<file path="src/hdl/mime_base64_line_encoder_defines.svh">
// Assertion helpers used by the RTL.
`ifndef MIME_BASE64_LINE_ENCODER_DEFINES_SVH
`define MIME_BASE64_LINE_ENCODER_DEFINES_SVH

// Same-cycle implication, disabled while in reset.
`define MB64_ASSERT_NOW(lbl, ck, rstn, ante, cons, msg) \
  lbl: assert property (@(posedge ck) disable iff (!rstn) (ante) |-> (cons)) \
    else $error(msg);

// Next-cycle implication, disabled while in reset.
`define MB64_ASSERT_NEXT(lbl, ck, rstn, ante, cons, msg) \
  lbl: assert property (@(posedge ck) disable iff (!rstn) (ante) |=> (cons)) \
    else $error(msg);

`endif

</file>
<file path="src/hdl/mb64_pkg.sv">
`timescale 1ns / 1ps

package mb64_pkg;

  localparam int LINE_BYTES = 54;
  localparam int GROUPS_RAW = LINE_BYTES / 3;
  localparam int GROUPS_PER_LINE = (GROUPS_RAW < 1) ? 1 :
                                   ((GROUPS_RAW > 31) ? 31 : GROUPS_RAW);
  localparam int PER_LINE_CHARS = GROUPS_PER_LINE * 4 + 2;

  localparam int RUN_MAX = 6;
  localparam int IDX_W = 3;

  localparam logic [7:0] CH_CR  = 8'd13;
  localparam logic [7:0] CH_LF  = 8'd10;
  localparam logic [7:0] CH_PAD = 8'd61;

  localparam logic [IDX_W-1:0] RUN_QUAD = 3'd4;
  localparam logic [IDX_W-1:0] RUN_LINE = 3'd6;

  typedef struct packed {
    logic [RUN_MAX-1:0][7:0] chars;
    logic [IDX_W-1:0]        n;
    logic [31:0]             cnt;
  } run_t;

  function automatic logic [7:0] sextet(input logic [5:0] v);
    logic [7:0] c;
    if (v < 6'd26) begin
      c = 8'd65 + {2'b00, v};
    end else if (v < 6'd52) begin
      c = 8'd71 + {2'b00, v};
    end else if (v < 6'd62) begin
      c = {2'b00, v} - 8'd4;
    end else if (v == 6'd62) begin
      c = 8'd43;
    end else begin
      c = 8'd47;
    end
    return c;
  endfunction

endpackage

</file>
<file path="src/hdl/mb64_enc.sv">
`timescale 1ns / 1ps

module mb64_enc
  import mb64_pkg::*;
(
  input  logic       clk,
  input  logic       rst_n,
  input  logic       in_valid,
  output logic       in_stall,
  input  logic       in_kind,
  input  logic [7:0] in_data_byte,
  output logic       run_valid,
  input  logic       run_ready,
  output run_t       run
);

  logic [15:0] held_r, held_nxt;
  logic [1:0]  pos_r, pos_nxt;
  logic [4:0]  gil_r, gil_nxt;
  logic [31:0] line_chars_r, line_chars_nxt;
  logic        run_valid_r, run_valid_nxt;
  run_t        run_r, run_nxt;

  logic        in_acc;
  logic        produce;
  logic [7:0]  addend;
  logic [5:0]  begun;
  logic [4:0]  gil_inc;
  logic        line_done;
  logic [32:0] sum;
  logic [31:0] total;
  logic [7:0]  b0, b1;
  logic [23:0] w;

  assign in_stall = run_valid_r && !run_ready;
  assign in_acc   = in_valid && !in_stall;
  assign run_valid = run_valid_r;
  assign run       = run_r;

  assign gil_inc   = gil_r + 5'd1;
  assign line_done = (gil_inc == 5'(GROUPS_PER_LINE));
  assign w         = {held_r, in_data_byte};

  always_comb begin
    held_nxt       = held_r;
    pos_nxt        = pos_r;
    gil_nxt        = gil_r;
    line_chars_nxt = line_chars_r;
    run_nxt        = run_r;
    produce        = 1'b0;
    begun          = 6'd0;
    addend         = 8'd0;
    b0             = held_r[15:8];
    b1             = held_r[7:0];

    if (in_kind) begin
      begun  = {1'b0, gil_r} + {5'd0, (pos_r != 2'd0)};
      addend = {begun, 2'b00};
    end else if (line_done) begin
      addend = 8'(PER_LINE_CHARS);
    end else begin
      begun  = {1'b0, gil_inc};
      addend = {begun, 2'b00};
    end

    sum   = {1'b0, line_chars_r} + {25'd0, addend};
    total = sum[32] ? 32'hFFFF_FFFF : sum[31:0];

    run_nxt.cnt = total;

    if (in_kind) begin
      case (pos_r)
        2'd0: begin
          produce = 1'b0;
        end
        2'd1: begin
          b0 = held_r[7:0];
          produce = 1'b1;
          run_nxt.chars[0] = sextet(b0[7:2]);
          run_nxt.chars[1] = sextet({b0[1:0], 4'b0000});
          run_nxt.chars[2] = CH_PAD;
          run_nxt.chars[3] = CH_PAD;
          run_nxt.n = RUN_QUAD;
        end
        default: begin
          produce = 1'b1;
          run_nxt.chars[0] = sextet(b0[7:2]);
          run_nxt.chars[1] = sextet({b0[1:0], b1[7:4]});
          run_nxt.chars[2] = sextet({b1[3:0], 2'b00});
          run_nxt.chars[3] = CH_PAD;
          run_nxt.n = RUN_QUAD;
        end
      endcase
      held_nxt       = 16'd0;
      pos_nxt        = 2'd0;
      gil_nxt        = 5'd0;
      line_chars_nxt = 32'd0;
    end else if (pos_r < 2'd2) begin
      held_nxt = {held_r[7:0], in_data_byte};
      pos_nxt  = pos_r + 2'd1;
    end else begin
      produce = 1'b1;
      run_nxt.chars[0] = sextet(w[23:18]);
      run_nxt.chars[1] = sextet(w[17:12]);
      run_nxt.chars[2] = sextet(w[11:6]);
      run_nxt.chars[3] = sextet(w[5:0]);
      run_nxt.chars[4] = CH_CR;
      run_nxt.chars[5] = CH_LF;
      run_nxt.n = line_done ? RUN_LINE : RUN_QUAD;
      held_nxt = 16'd0;
      pos_nxt  = 2'd0;
      if (line_done) begin
        gil_nxt        = 5'd0;
        line_chars_nxt = total;
      end else begin
        gil_nxt = gil_inc;
      end
    end

    run_valid_nxt = run_valid_r && !run_ready;
    if (in_acc && produce) begin
      run_valid_nxt = 1'b1;
    end
  end

  always_ff @(posedge clk) begin
    if (!rst_n) begin
      held_r       <= 16'd0;
      pos_r        <= 2'd0;
      gil_r        <= 5'd0;
      line_chars_r <= 32'd0;
      run_valid_r  <= 1'b0;
    end else begin
      run_valid_r <= run_valid_nxt;
      if (in_acc) begin
        held_r       <= held_nxt;
        pos_r        <= pos_nxt;
        gil_r        <= gil_nxt;
        line_chars_r <= line_chars_nxt;
      end
    end
  end

  always_ff @(posedge clk) begin
    if (in_acc && produce) begin
      run_r <= run_nxt;
    end
  end

endmodule

</file>
<file path="src/hdl/mb64_ser.sv">
`timescale 1ns / 1ps

`include "mime_base64_line_encoder_defines.svh"

module mb64_ser
  import mb64_pkg::*;
(
  input  logic        clk,
  input  logic        rst_n,
  input  logic        run_valid,
  output logic        run_ready,
  input  run_t        run,
  output logic        out_valid,
  input  logic        out_stall,
  output logic [7:0]  out_char,
  output logic        out_last_of_run,
  output logic [31:0] out_chars_written
);

  logic             act_valid_r, act_valid_nxt;
  run_t             act_r;
  logic [IDX_W-1:0] idx_r, idx_nxt;
  logic             out_valid_r, out_valid_nxt;
  logic [7:0]       out_char_r;
  logic             out_last_r;
  logic [31:0]      out_cnt_r;

  logic load_out;
  logic at_end;
  logic take_run;

  assign load_out  = !out_valid_r || !out_stall;
  assign at_end    = (idx_r == act_r.n - 3'd1);
  assign run_ready = !act_valid_r || (load_out && at_end);
  assign take_run  = run_valid && run_ready;

  always_comb begin
    act_valid_nxt = act_valid_r;
    idx_nxt       = idx_r;
    out_valid_nxt = out_valid_r;
    if (load_out) begin
      out_valid_nxt = act_valid_r;
      if (act_valid_r) begin
        idx_nxt = idx_r + 3'd1;
        if (at_end) begin
          act_valid_nxt = 1'b0;
        end
      end
    end
    if (take_run) begin
      act_valid_nxt = 1'b1;
      idx_nxt       = 3'd0;
    end
  end

  always_ff @(posedge clk) begin
    if (!rst_n) begin
      act_valid_r <= 1'b0;
      idx_r       <= 3'd0;
      out_valid_r <= 1'b0;
    end else begin
      act_valid_r <= act_valid_nxt;
      idx_r       <= idx_nxt;
      out_valid_r <= out_valid_nxt;
    end
  end

  always_ff @(posedge clk) begin
    if (take_run) begin
      act_r <= run;
    end
    if (load_out && act_valid_r) begin
      out_char_r <= act_r.chars[idx_r];
      out_last_r <= at_end;
      out_cnt_r  <= act_r.cnt;
    end
  end

  assign out_valid         = out_valid_r;
  assign out_char          = out_char_r;
  assign out_last_of_run   = out_last_r;
  assign out_chars_written = out_cnt_r;

  `MB64_ASSERT_NOW(a_idx_in_run, clk, rst_n, act_valid_r, idx_r < act_r.n, "index past run")
  `MB64_ASSERT_NOW(a_run_len, clk, rst_n, act_valid_r,
                   act_r.n == RUN_QUAD || act_r.n == RUN_LINE, "bad run length")
  `MB64_ASSERT_NEXT(a_run_loaded, clk, rst_n, take_run,
                    act_valid_r && idx_r == 3'd0, "run not loaded")
  `MB64_ASSERT_NEXT(a_last_drops, clk, rst_n, load_out && act_valid_r && at_end && !take_run,
                    !act_valid_r && out_last_r, "run end not marked")

endmodule

</file>
<file path="src/hdl/mime_base64_line_encoder.sv">
`timescale 1ns / 1ps

// Base64 encoder with MIME line wrap.
// Input channel (in_valid/in_stall): one item per transfer, in_kind 0 carries
// in_data_byte, in_kind 1 flushes one or two pending bytes with '=' padding
// and clears all state. Output channel (out_valid/out_stall): one character
// per transfer with out_last_of_run on the final character of an item and
// out_chars_written as the running count after that item.
// Every third byte yields four characters, plus CR LF at the end of a line.
// Throughput: one character per cycle through the output serializer while
// out_stall is low; bytes that complete no group are taken one per cycle
// while in_stall is low. A one-entry run buffer lets the next item be taken
// while the current run drains.
// Reset (rst_n low, synchronous) empties both stages and clears line state.
// While out_stall is high the output holds and, once the run buffer is full,
// in_stall rises.
module mime_base64_line_encoder
  import mb64_pkg::*;
(
  input  logic        clk,
  input  logic        rst_n,
  input  logic        in_valid,
  output logic        in_stall,
  input  logic        in_kind,
  input  logic [7:0]  in_data_byte,
  output logic        out_valid,
  input  logic        out_stall,
  output logic [7:0]  out_char,
  output logic        out_last_of_run,
  output logic [31:0] out_chars_written
);

  logic run_valid;
  logic run_ready;
  run_t run;

  mb64_enc u_enc (
    .clk          (clk),
    .rst_n        (rst_n),
    .in_valid     (in_valid),
    .in_stall     (in_stall),
    .in_kind      (in_kind),
    .in_data_byte (in_data_byte),
    .run_valid    (run_valid),
    .run_ready    (run_ready),
    .run          (run)
  );

  mb64_ser u_ser (
    .clk               (clk),
    .rst_n             (rst_n),
    .run_valid         (run_valid),
    .run_ready         (run_ready),
    .run               (run),
    .out_valid         (out_valid),
    .out_stall         (out_stall),
    .out_char          (out_char),
    .out_last_of_run   (out_last_of_run),
    .out_chars_written (out_chars_written)
  );

endmodule

</file>
<file path="config.mk">
export PLATFORM = sky130hd
export DESIGN_NAME = mime_base64_line_encoder
export DESIGN_NICKNAME = d
export VERILOG_FILES = /design/src/hdl/mb64_pkg.sv /design/src/hdl/mb64_enc.sv /design/src/hdl/mb64_ser.sv /design/src/hdl/mime_base64_line_encoder.sv
export VERILOG_INCLUDE_DIRS = /design/src /design/src/hdl
export SDC_FILE = /design/constraint.sdc
export NUM_CORES = 1
export LEC_CHECK = 0
export BUFFER_PORTS_ARGS = -buffer_cell sky130_fd_sc_hd__buf_2
export CORE_ASPECT_RATIO = 1.75
export CORE_MARGIN = 5
export CORE_UTILIZATION = 30
export CTS_CLUSTER_SIZE = 8
export DETAILED_ROUTE_END_ITERATION = 6
export MAX_ROUTING_LAYER = met4
export SYNTH_ARGS = -nofsm -noshare
export SYNTH_HDL_FRONTEND = slang
export SYNTH_SLANG_ARGS = --single-unit
</file>
<file path="constraint.sdc">
create_clock -name clk -period 6 [get_ports clk]
set_input_delay 0.3 -clock clk [delete_from_list [all_inputs] [get_ports clk]]
set_output_delay 0.3 -clock clk [all_outputs]
set_load 0.01 [all_outputs]
</file>
; ---- Word level (Yosys, flattened, before mapping)
; Index checks and enable logic that the tools add are counted.
[word_totals]
regBits = 236
wordCells = 159
inputBits = 13
[op_classes]
bitwise_logic = 1
muxes = 53
magnitude_cmp = 23
reduce_logical = 22
addsub = 27
eq_ne = 10
[op_table]
columns = operator, n
row1 = two-way mux 8 bit, 23
row2 = two-way mux 32 bit, 4
row3 = adder 7 x 6 -> 8 bit (first input constant), 14
row4 = < comparator 6 bit (second input constant), 14
row5 = two-way mux 35 bit, 2
row6 = one-hot mux 35 bit (2 select lines), 1
row7 = subtractor 6 x 3 -> 7 bit (second input constant), 7
row8 = < comparator 6 x 5 -> 1 bit (second input constant), 7
row9 = adder 32 x 8 -> 33 bit, 1
row10 = two-way mux 16 bit, 2
row11 = equality test 6 bit (second input constant), 5
row12 = binary-select mux 8 bit (select 3 bit), 1
row13 = two-way mux 3 bit, 5
row14 = two-way mux 5 bit, 3
row15 = two-way mux 1 bit, 8
row16 = two-way mux 7 bit, 1
row17 = adder 5 x 1 -> 6 bit, 1
row18 = logical AND 1 bit, 6
row19 = two-way mux 2 bit, 3
row20 = AND reduction 3 bit, 2
row21 = nonzero test 2 bit, 3
row22 = adder 5 x 1 -> 5 bit (second input constant), 1
row23 = equality test 5 bit (second input constant), 1
row24 = logical NOT 1 bit, 5
row25 = 13 further kinds, 16

; ---- Longest topological paths before layout
; Gate-level depths: netlist of the first run.
[depth]
depth_word = 10
ltp_mapped = 16
depth_no_buf = 14

; ---- Modules after synthesis
; A second synthesis of the first run with hierarchy kept.
[unflattened]
cells_unflattened = 1104
hier_area_um2 = 12265.5
[modules_own_cells]
columns = mod, instances, seq_area_each_um2, area_each_um2, cells_each
row1 = mb64_enc, 1, 3072.9, 7868.8, 910
row2 = mb64_ser, 1, 3823.7, 4396.7, 194

; ---- Least setup slack after synthesis of the first run
; Ideal clock, no wire load.
[synth_timing]
path_type = register -> register
startpoint = register u_enc.gil_r[0]
endpoint = register u_enc.run_r, in the netlist u_enc.run[25], data pin
required_time_ps = 5732
n_path_buf = 1
path_slack_ps = 2485
path_stages_with_launch = 15
arrival_time_ps = 3247
setup_ps = 268
cell_sequence = dfxtp_1 > ha_1 > or4b_4 > o31ai_2 > nand2b_4 > buf_6 > nor2_1 > ha_1 > fa_1 > a211oi_1 > o211ai_2 > nand3_1 > or4_1 > xor2_1 > nand2_1
[synth_rtl]
columns = element, line
row1 = from (decl), mb64_enc.sv:19  ; logic [4:0] gil_r, gil_nxt;
row2 = from (signal assigned), mb64_enc.sv:138  ; gil_r <= gil_nxt;
row3 = to (signal assigned), mb64_enc.sv:146  ; run_r <= run_nxt;
row4 = to (decl), mb64_enc.sv:22  ; run_t run_r, run_nxt;

==> results of run 1 <==
==> layer usage <==
metal	part of all wire [%]	global-route usage [%]	vias up
met1	37	12.7	3798
li1	-	-	3892
met2	53	22.6	195
met3	3.7	1.86	81
met5	0	-	-
met4	5.8	7.45	0
==> report_power, final <==
part           internal, mW  switching (mW)  leakage [nW]  total [mW]
registers              1.73          0.0164          1.92        1.75
clock network          1.09           0.681         0.478        1.77
logic                0.0548          0.0997          2.18       0.155
total                  2.88           0.797          4.58        3.68
==> placed cells by master (no fill, tap or decap), types with 4 or more instances in the layout <==
| master | instances |
|---|---|
| a211oi_1 | 14 |
| a21o_1 | 18 |
| a21oi_1 | 61 |
| a22o_1 | 18 |
| a31oi_1 | 8 |
| and2_1 | 24 |
| and3_1 | 4 |
| buf_2 | 55 |
| buf_4 | 9 |
| clkbuf_1 | 24 |
| clkbuf_16 | 35 |
| dfxtp_1 | 61 |
| edfxtp_1 | 171 |
| ha_1 | 43 |
| inv_1 | 38 |
| mux2_2 | 5 |
| mux2i_1 | 6 |
| mux4_2 | 7 |
| nand2_1 | 110 |
| nand2b_1 | 11 |
| nand3_1 | 30 |
| nand4_1 | 7 |
| nor2_1 | 51 |
| nor2b_1 | 15 |
| nor3_1 | 33 |
| nor4_1 | 8 |
| o211ai_1 | 6 |
| o21ai_0 | 81 |
| o22ai_1 | 5 |
| o31ai_1 | 11 |
| or2_2 | 10 |
| or3_1 | 4 |
| xnor2_1 | 30 |
| xor2_1 | 12 |
==> synth_stat cells, types with 4 or more instances <==
library cell and count:
xnor2_1 30, mux4_2 7, a21o_1 18, nand3_1 30
nand2_1 110, nor4_1 8, a211oi_1 14, a21oi_1 61
o22ai_1 5, a31oi_1 8, dfxtp_1 61, buf_2 8
edfxtp_1 171, nor2_1 51, ha_1 43, and3_1 4
a22o_1 18, mux2_2 5, clkbuf_1 40, xor2_1 12
or3_1 4, and2_1 25, inv_1 38, o211ai_1 6
o31ai_1 11, nand4_1 7, or2_2 10, buf_6 6
nand2b_1 11, o21ai_0 81, nor2b_1 17, nor3_1 33
mux2i_1 6
==> registers in the layout (all words and copies together), names as in the netlist, 2 cells and up <==
register / flops
u_enc.run: 65
u_ser.act_r: 65
u_enc.line_chars_r: 32
u_ser.out_chars_written: 32
u_enc.held_r: 16
u_ser.out_char: 8
u_enc.gil_r: 5
u_ser.idx_r: 3
u_enc.pos_r: 2
==> stage by stage <==
stage | hold slack [ns] | power [mW]
after global placement | 0.401 | 1.93
after detailed placement | 0.405 | 1.94
final | 0.161 | 3.68
after floorplan | 0.400 | 1.89
after CTS | 0.142 | 3.74
after global routing | 0.174 | 3.83
==> worst paths after layout <==
| check | start | slack, ns | endpoint | cells after the start |
|---|---|---|---|---|
| setup / recovery | u_enc.gil_r[0] | 1.75 | u_enc.run[25] | 13 |
| setup reg to reg | u_enc.gil_r[0] | 1.75 | u_enc.run[25] | 13 |
| hold reg to reg | u_enc.run[2] | 0.41 | u_ser.act_r[2] | 0 |
| hold / removal | out_stall | 0.16 | u_ser.out_valid | 3 |
==> area by class of cell <==
| class | count | area, µm² | area share (%) |
|---|---|---|---|
| multi-input cells | 701 | 4620 | 35.4 |
| clock buffers | 59 | 966 | 7.39 |
| clock inverters | 3 | 41.3 | 0.316 |
| well taps | 480 | 601 | 4.59 |
| repair buffers | 64 | 343 | 2.62 |
| flip-flops and latches | 232 | 6360 | 48.6 |
| inverters | 39 | 146 | 1.12 |
==> worst max-delay path, stage by stage (launching register included) <==
cell and delay [ns]:
dfxtp_1 0.39, ha_1 0.31, or4b_4 0.50, o31ai_2 0.11, nand2b_4 0.18, nor2_1 0.13, ha_1 0.22, fa_1 0.24
a211oi_1 0.13, o211ai_2 0.31, nand3_1 0.52, or4_1 0.71, xor2_1 0.16, nand2_1 0.06
==> cells by family after synthesis <==
logic type / after synthesis / synth area share, %
AND/OR/NAND/NOR: 329 / 14.4
multiplexers: 18 / 2.41
XOR/XNOR: 42 / 3.23
AO/OA/AOI/OAI: 268 / 15.5
adder cells (fa/ha/maj): 44 / 4.90
flip-flops: 232 / 55.8
buffers and inverters: 97 / 3.72
==> metrics.cfg, run 1 <==
[setup_path]
end_kind = flip-flop
setup.worst_path.start_class = flip-flop
worstSetupPathType = flip-flop to flip-flop
crit_path_max_fanout = 16
required_ns = 6.24
arrival_ns = 4.49

[cells_and_area]
stdcell_count = 1578
utilization_pct = 34.9
syn2layout_area_growth_pct = 14.9
num-nets-final = 1130
fillers = 3747
drive_gt1_share_pct = 13.1
final_area_um2 = 13100
num_antenna_cells = 0

[cts]
cts_buffers = 35
h-tree-depth = 2
path_clk_slew_ns = 0.05
cts_max_path_buffers = 3
cts_num_sinks = 232
cts_setup_buffers = 0
post_cts_resized = 0
ctsHoldBuffers = 0
cts_tree = built
clock-root-buffer = clkbuf_16
clk_latency_ns = 0.51

[drt]
dr.pass1.iters = 5
drt_wl_total_um = 25500
vias = 7966
drc = 0
drt_iter0_drc = 374
ant_nets = 0
viasPerCell = 5.05
wl_per_cell_um = 16.2

[synthesis]
ys_types = 77
synthesis.area_um2 = 11400
ys_seq_elements = 232
synth_top_area_share_pct = 45.1
synth_edf_count = 171
syn_nets = 1087
netlist_instances = 1030
synth_seq_area_share_pct = 55.8
avgSynthCellArea_um2 = 11.1
synth_largest_area_cell = edfxtp_1
yosysWarningCount = 0
async_flop_share_pct = 0
synth_top_flop_cell = edfxtp_1
synth_area_leaders = edfxtp_1, dfxtp_1, ha_1, nand2_1, o21ai_0

[floorplan]
rows = 94
die_h_um = 268
core_area_um2 = 37500
ioPinCount = 56
initial_utilization_pct = 30.3
die_w_um = 157
dieArea_um2 = 42100

[grt]
grt_max_degree = 46
grt_pass1_wl_um = 41200
overflow = 0
grt_usage_pct = 12.6
antenna_found_initial = 1
grt_pass1_vias = 8009

[sta]
fin_skew_ns = 0.0129
tightest_slew_ns = 0.849
min_period_ns = 4.25
min_period_over_period_pct = 70.8
fmax_mhz = 235
slew_headroom_pct = 43.4
setup_ws_ns = 1.75
setup_viol = 0
hold_viol_final = 0
drv_slew = 0
finalSetupTns_ns = 0
grt_setup_unrepaired = no

[place]
io_buffers = 55
place_area_um2 = 12100
dp_slack_ns = 1.75
finalWeightedCongestion = 0.868
dp_hpwl_um = 18200
dp_cells = 1516

[job]
cap_violations = 0

[power]
peakVddDrop_mv = 0.176
cellPowerDensity_nw_per_um2 = 281
leakage_nw = 4.58

[worst_hold_path]
hp-class = input pin to flip-flop

[run_status]
status = completed

(Power assumes the default switching activity.)
==> run 2, diff against run 1 <==
==> constraint.sdc (replaced) <==
create_clock -name clk -period 4.42 [get_ports clk]
set_input_delay 0.221 -clock clk [delete_from_list [all_inputs] [get_ports clk]]
set_output_delay 0.221 -clock clk [all_outputs]
set_load 0.01 [all_outputs]
==> run 2 against run 1 <==
- maximum frequency rose by 12%
- first-iteration DRC count decreased by 5.1%
- cell area grew 0.73%
- sequential power grew 36%
- clock skew rose by 0.0080 ns
- final cell count rose by 0.44%
- clock-buffer cell count grew 1
- non-clock buffer count is 5 higher
- critical endpoint is now u_enc.line_chars_r[23]
- largest cell class unchanged
==> metrics.cfg, run 2 (synthesis results as in run 1) <==
[run_status]
status = completed

[cells_and_area]
final_common_cell = edfxtp_1
syn2layout_area_growth_pct = 15.7
num-nets-final = 1135  ; +0.44%
final_cell_mix = edfxtp_1, nand2_1, o21ai_0
drive_gt1_share_pct = 13.6  ; +0.47 points

[setup_path]
crit_path_max_fanout = 15  ; -1
worstSetupPathType = flip-flop to flip-flop
rr_startpoint = u_enc.gil_r[0]
end_kind = flip-flop
r2r_cells = 14  ; +1
arrival_ns = 4.26  ; -0.23 ns
setup.worst_path.start_class = flip-flop
timing.rr.end = u_enc.line_chars_r[23]
r2r_slack_ns = 0.62  ; -1.13 ns
required_ns = 4.89  ; -1.35 ns

[cts]
cts_tree = built
clock-root-buffer = clkbuf_16
clk_latency_ns = 0.52  ; about the same
cts_setup_buffers = 0  ; unchanged
cts_max_path_buffers = 3  ; unchanged
cts_num_sinks = 232  ; unchanged
path_clk_slew_ns = 0.05  ; about the same
ctsHoldBuffers = 0  ; unchanged
h-tree-depth = 2  ; unchanged
cts_buffers = 35  ; unchanged
post_cts_resized = 0  ; unchanged

[drt]
vias = 7929  ; -0.46%
drc = 0  ; unchanged
drt_iter0_drc = 355  ; -5.1%
wl_per_cell_um = 16.4  ; +1.5%
dr.pass1.iters = 5  ; unchanged
viasPerCell = 5.00  ; -0.90%
ant_nets = 0  ; unchanged
drt_wl_total_um = 26000  ; +1.9%

[sta]
setup_viol = 0  ; unchanged
drv_slew = 0  ; unchanged
slew_headroom_pct = 23.6  ; -20 points
min_period_over_period_pct = 85.9  ; +15 points
setup_ws_ns = 0.623  ; -1.13 ns
tightest_slew_ns = 1.15  ; +0.296 ns
min_period_ns = 3.80  ; -0.453 ns
grt_setup_unrepaired = no
finalSetupTns_ns = 0  ; unchanged
hold_viol_final = 0  ; unchanged
fin_skew_ns = 0.0208  ; +0.00796 ns
fmax_mhz = 263  ; +12%

[place]
finalWeightedCongestion = 0.899  ; +3.6%
io_buffers = 55  ; unchanged
dp_slack_ns = 0.616  ; -1.14 ns
dp_hpwl_um = 18900  ; +3.8%

[floorplan]
die_w_um = 157  ; unchanged
initial_utilization_pct = 30.3  ; unchanged
rows = 94  ; unchanged
dieArea_um2 = 42100  ; unchanged
die_h_um = 268  ; unchanged
core_area_um2 = 37500  ; unchanged
ioPinCount = 56  ; unchanged

[job]
cap_violations = 0  ; unchanged

[grt]
grt_pass1_vias = 7966  ; -0.54%
grt_usage_pct = 12.7  ; +0.14 points
grt_pass1_wl_um = 41500  ; +0.64%
overflow = 0  ; unchanged
grt_max_degree = 36  ; -22%
antenna_found_initial = 1  ; unchanged

[worst_hold_path]
hp-class = input pin to flip-flop
hold_path_startpoint = out_stall
whs_path_depth = 3  ; unchanged
hold_path_end = u_ser.out_valid

[power]
leakage_nw = 4.63  ; +1.1%
peakVddDrop_mv = 0.197  ; +12%
cellPowerDensity_nw_per_um2 = 385  ; +37%

[run 2: cell type report]
cell class,count,area (µm²)
Antenna cell,1,2.50
Clock buffer,60,991
Clock inverter,3,58.8
Fill cell,3709,24300
Inverter,39,146
Multi-Input combinational cell,701,4620
Sequential cell,232,6360
Tap cell,480,601
Timing Repair Buffer,69,393
[run 2: worst max path at each step]
stage              startpoint                endpoint  slack, ns  depth (start not counted)
5_1_grt        u_enc.gil_r[0]           u_enc.run[31]       0.35                         14
3_3_place_gp   u_enc.gil_r[0]           u_enc.run[25]       0.70                         13
6_report       u_enc.gil_r[0]  u_enc.line_chars_r[23]       0.62                         14
2_1_floorplan  u_enc.gil_r[0]           u_enc.run[25]       0.91                         14
3_5_place_dp   u_enc.gil_r[0]  u_enc.line_chars_r[23]       0.62                         14
4_1_cts        u_enc.gil_r[0]  u_enc.line_chars_r[23]       0.61                         14
[run 2: where the power goes]
group	internal, mW	switching (mW)
clock	1.53	0.945
sequential	2.36	0.0231
combinational	0.0759	0.139
[run 2: through the flow]
stage          hold slack (ns)  instances  instance area [µm²]  total power [mW]  utilization [%]
2_1_floorplan            0.388       1030                11400              2.56                -
3_3_place_gp             0.400       1521                12100              2.63             32.3
3_5_place_dp             0.405       1521                12100              2.64             32.3
4_1_cts                 0.0558       1584                13200              5.15             35.1
5_1_grt                 0.0639       1585                13200              5.27             35.1
6_report                0.0786       1585                13200              5.07             35.1
[run 2: routing by layer]
layer,vias to the layer above,GRT usage (%),wire [µm]
met1,3757,12.4,9250
met2,207,23.5,14200
met3,75,2.02,1110
li1,3890,-,-
met4,0,6.98,1390
met5,-,-,0
[run 2: worst max-delay path: stages, from the launching register on]
cell and delay (ns):
dfxtp_1 0.39, ha_1 0.31, or4b_4 0.50, o31ai_2 0.11, nand2b_4 0.18, nor2_1 0.12
ha_1 0.22, fa_1 0.26, a211oi_1 0.13, o211ai_2 0.30, nand3_1 0.18, buf_4 0.23
or4_1 0.51, a31oi_1 0.20, a21o_1 0.10
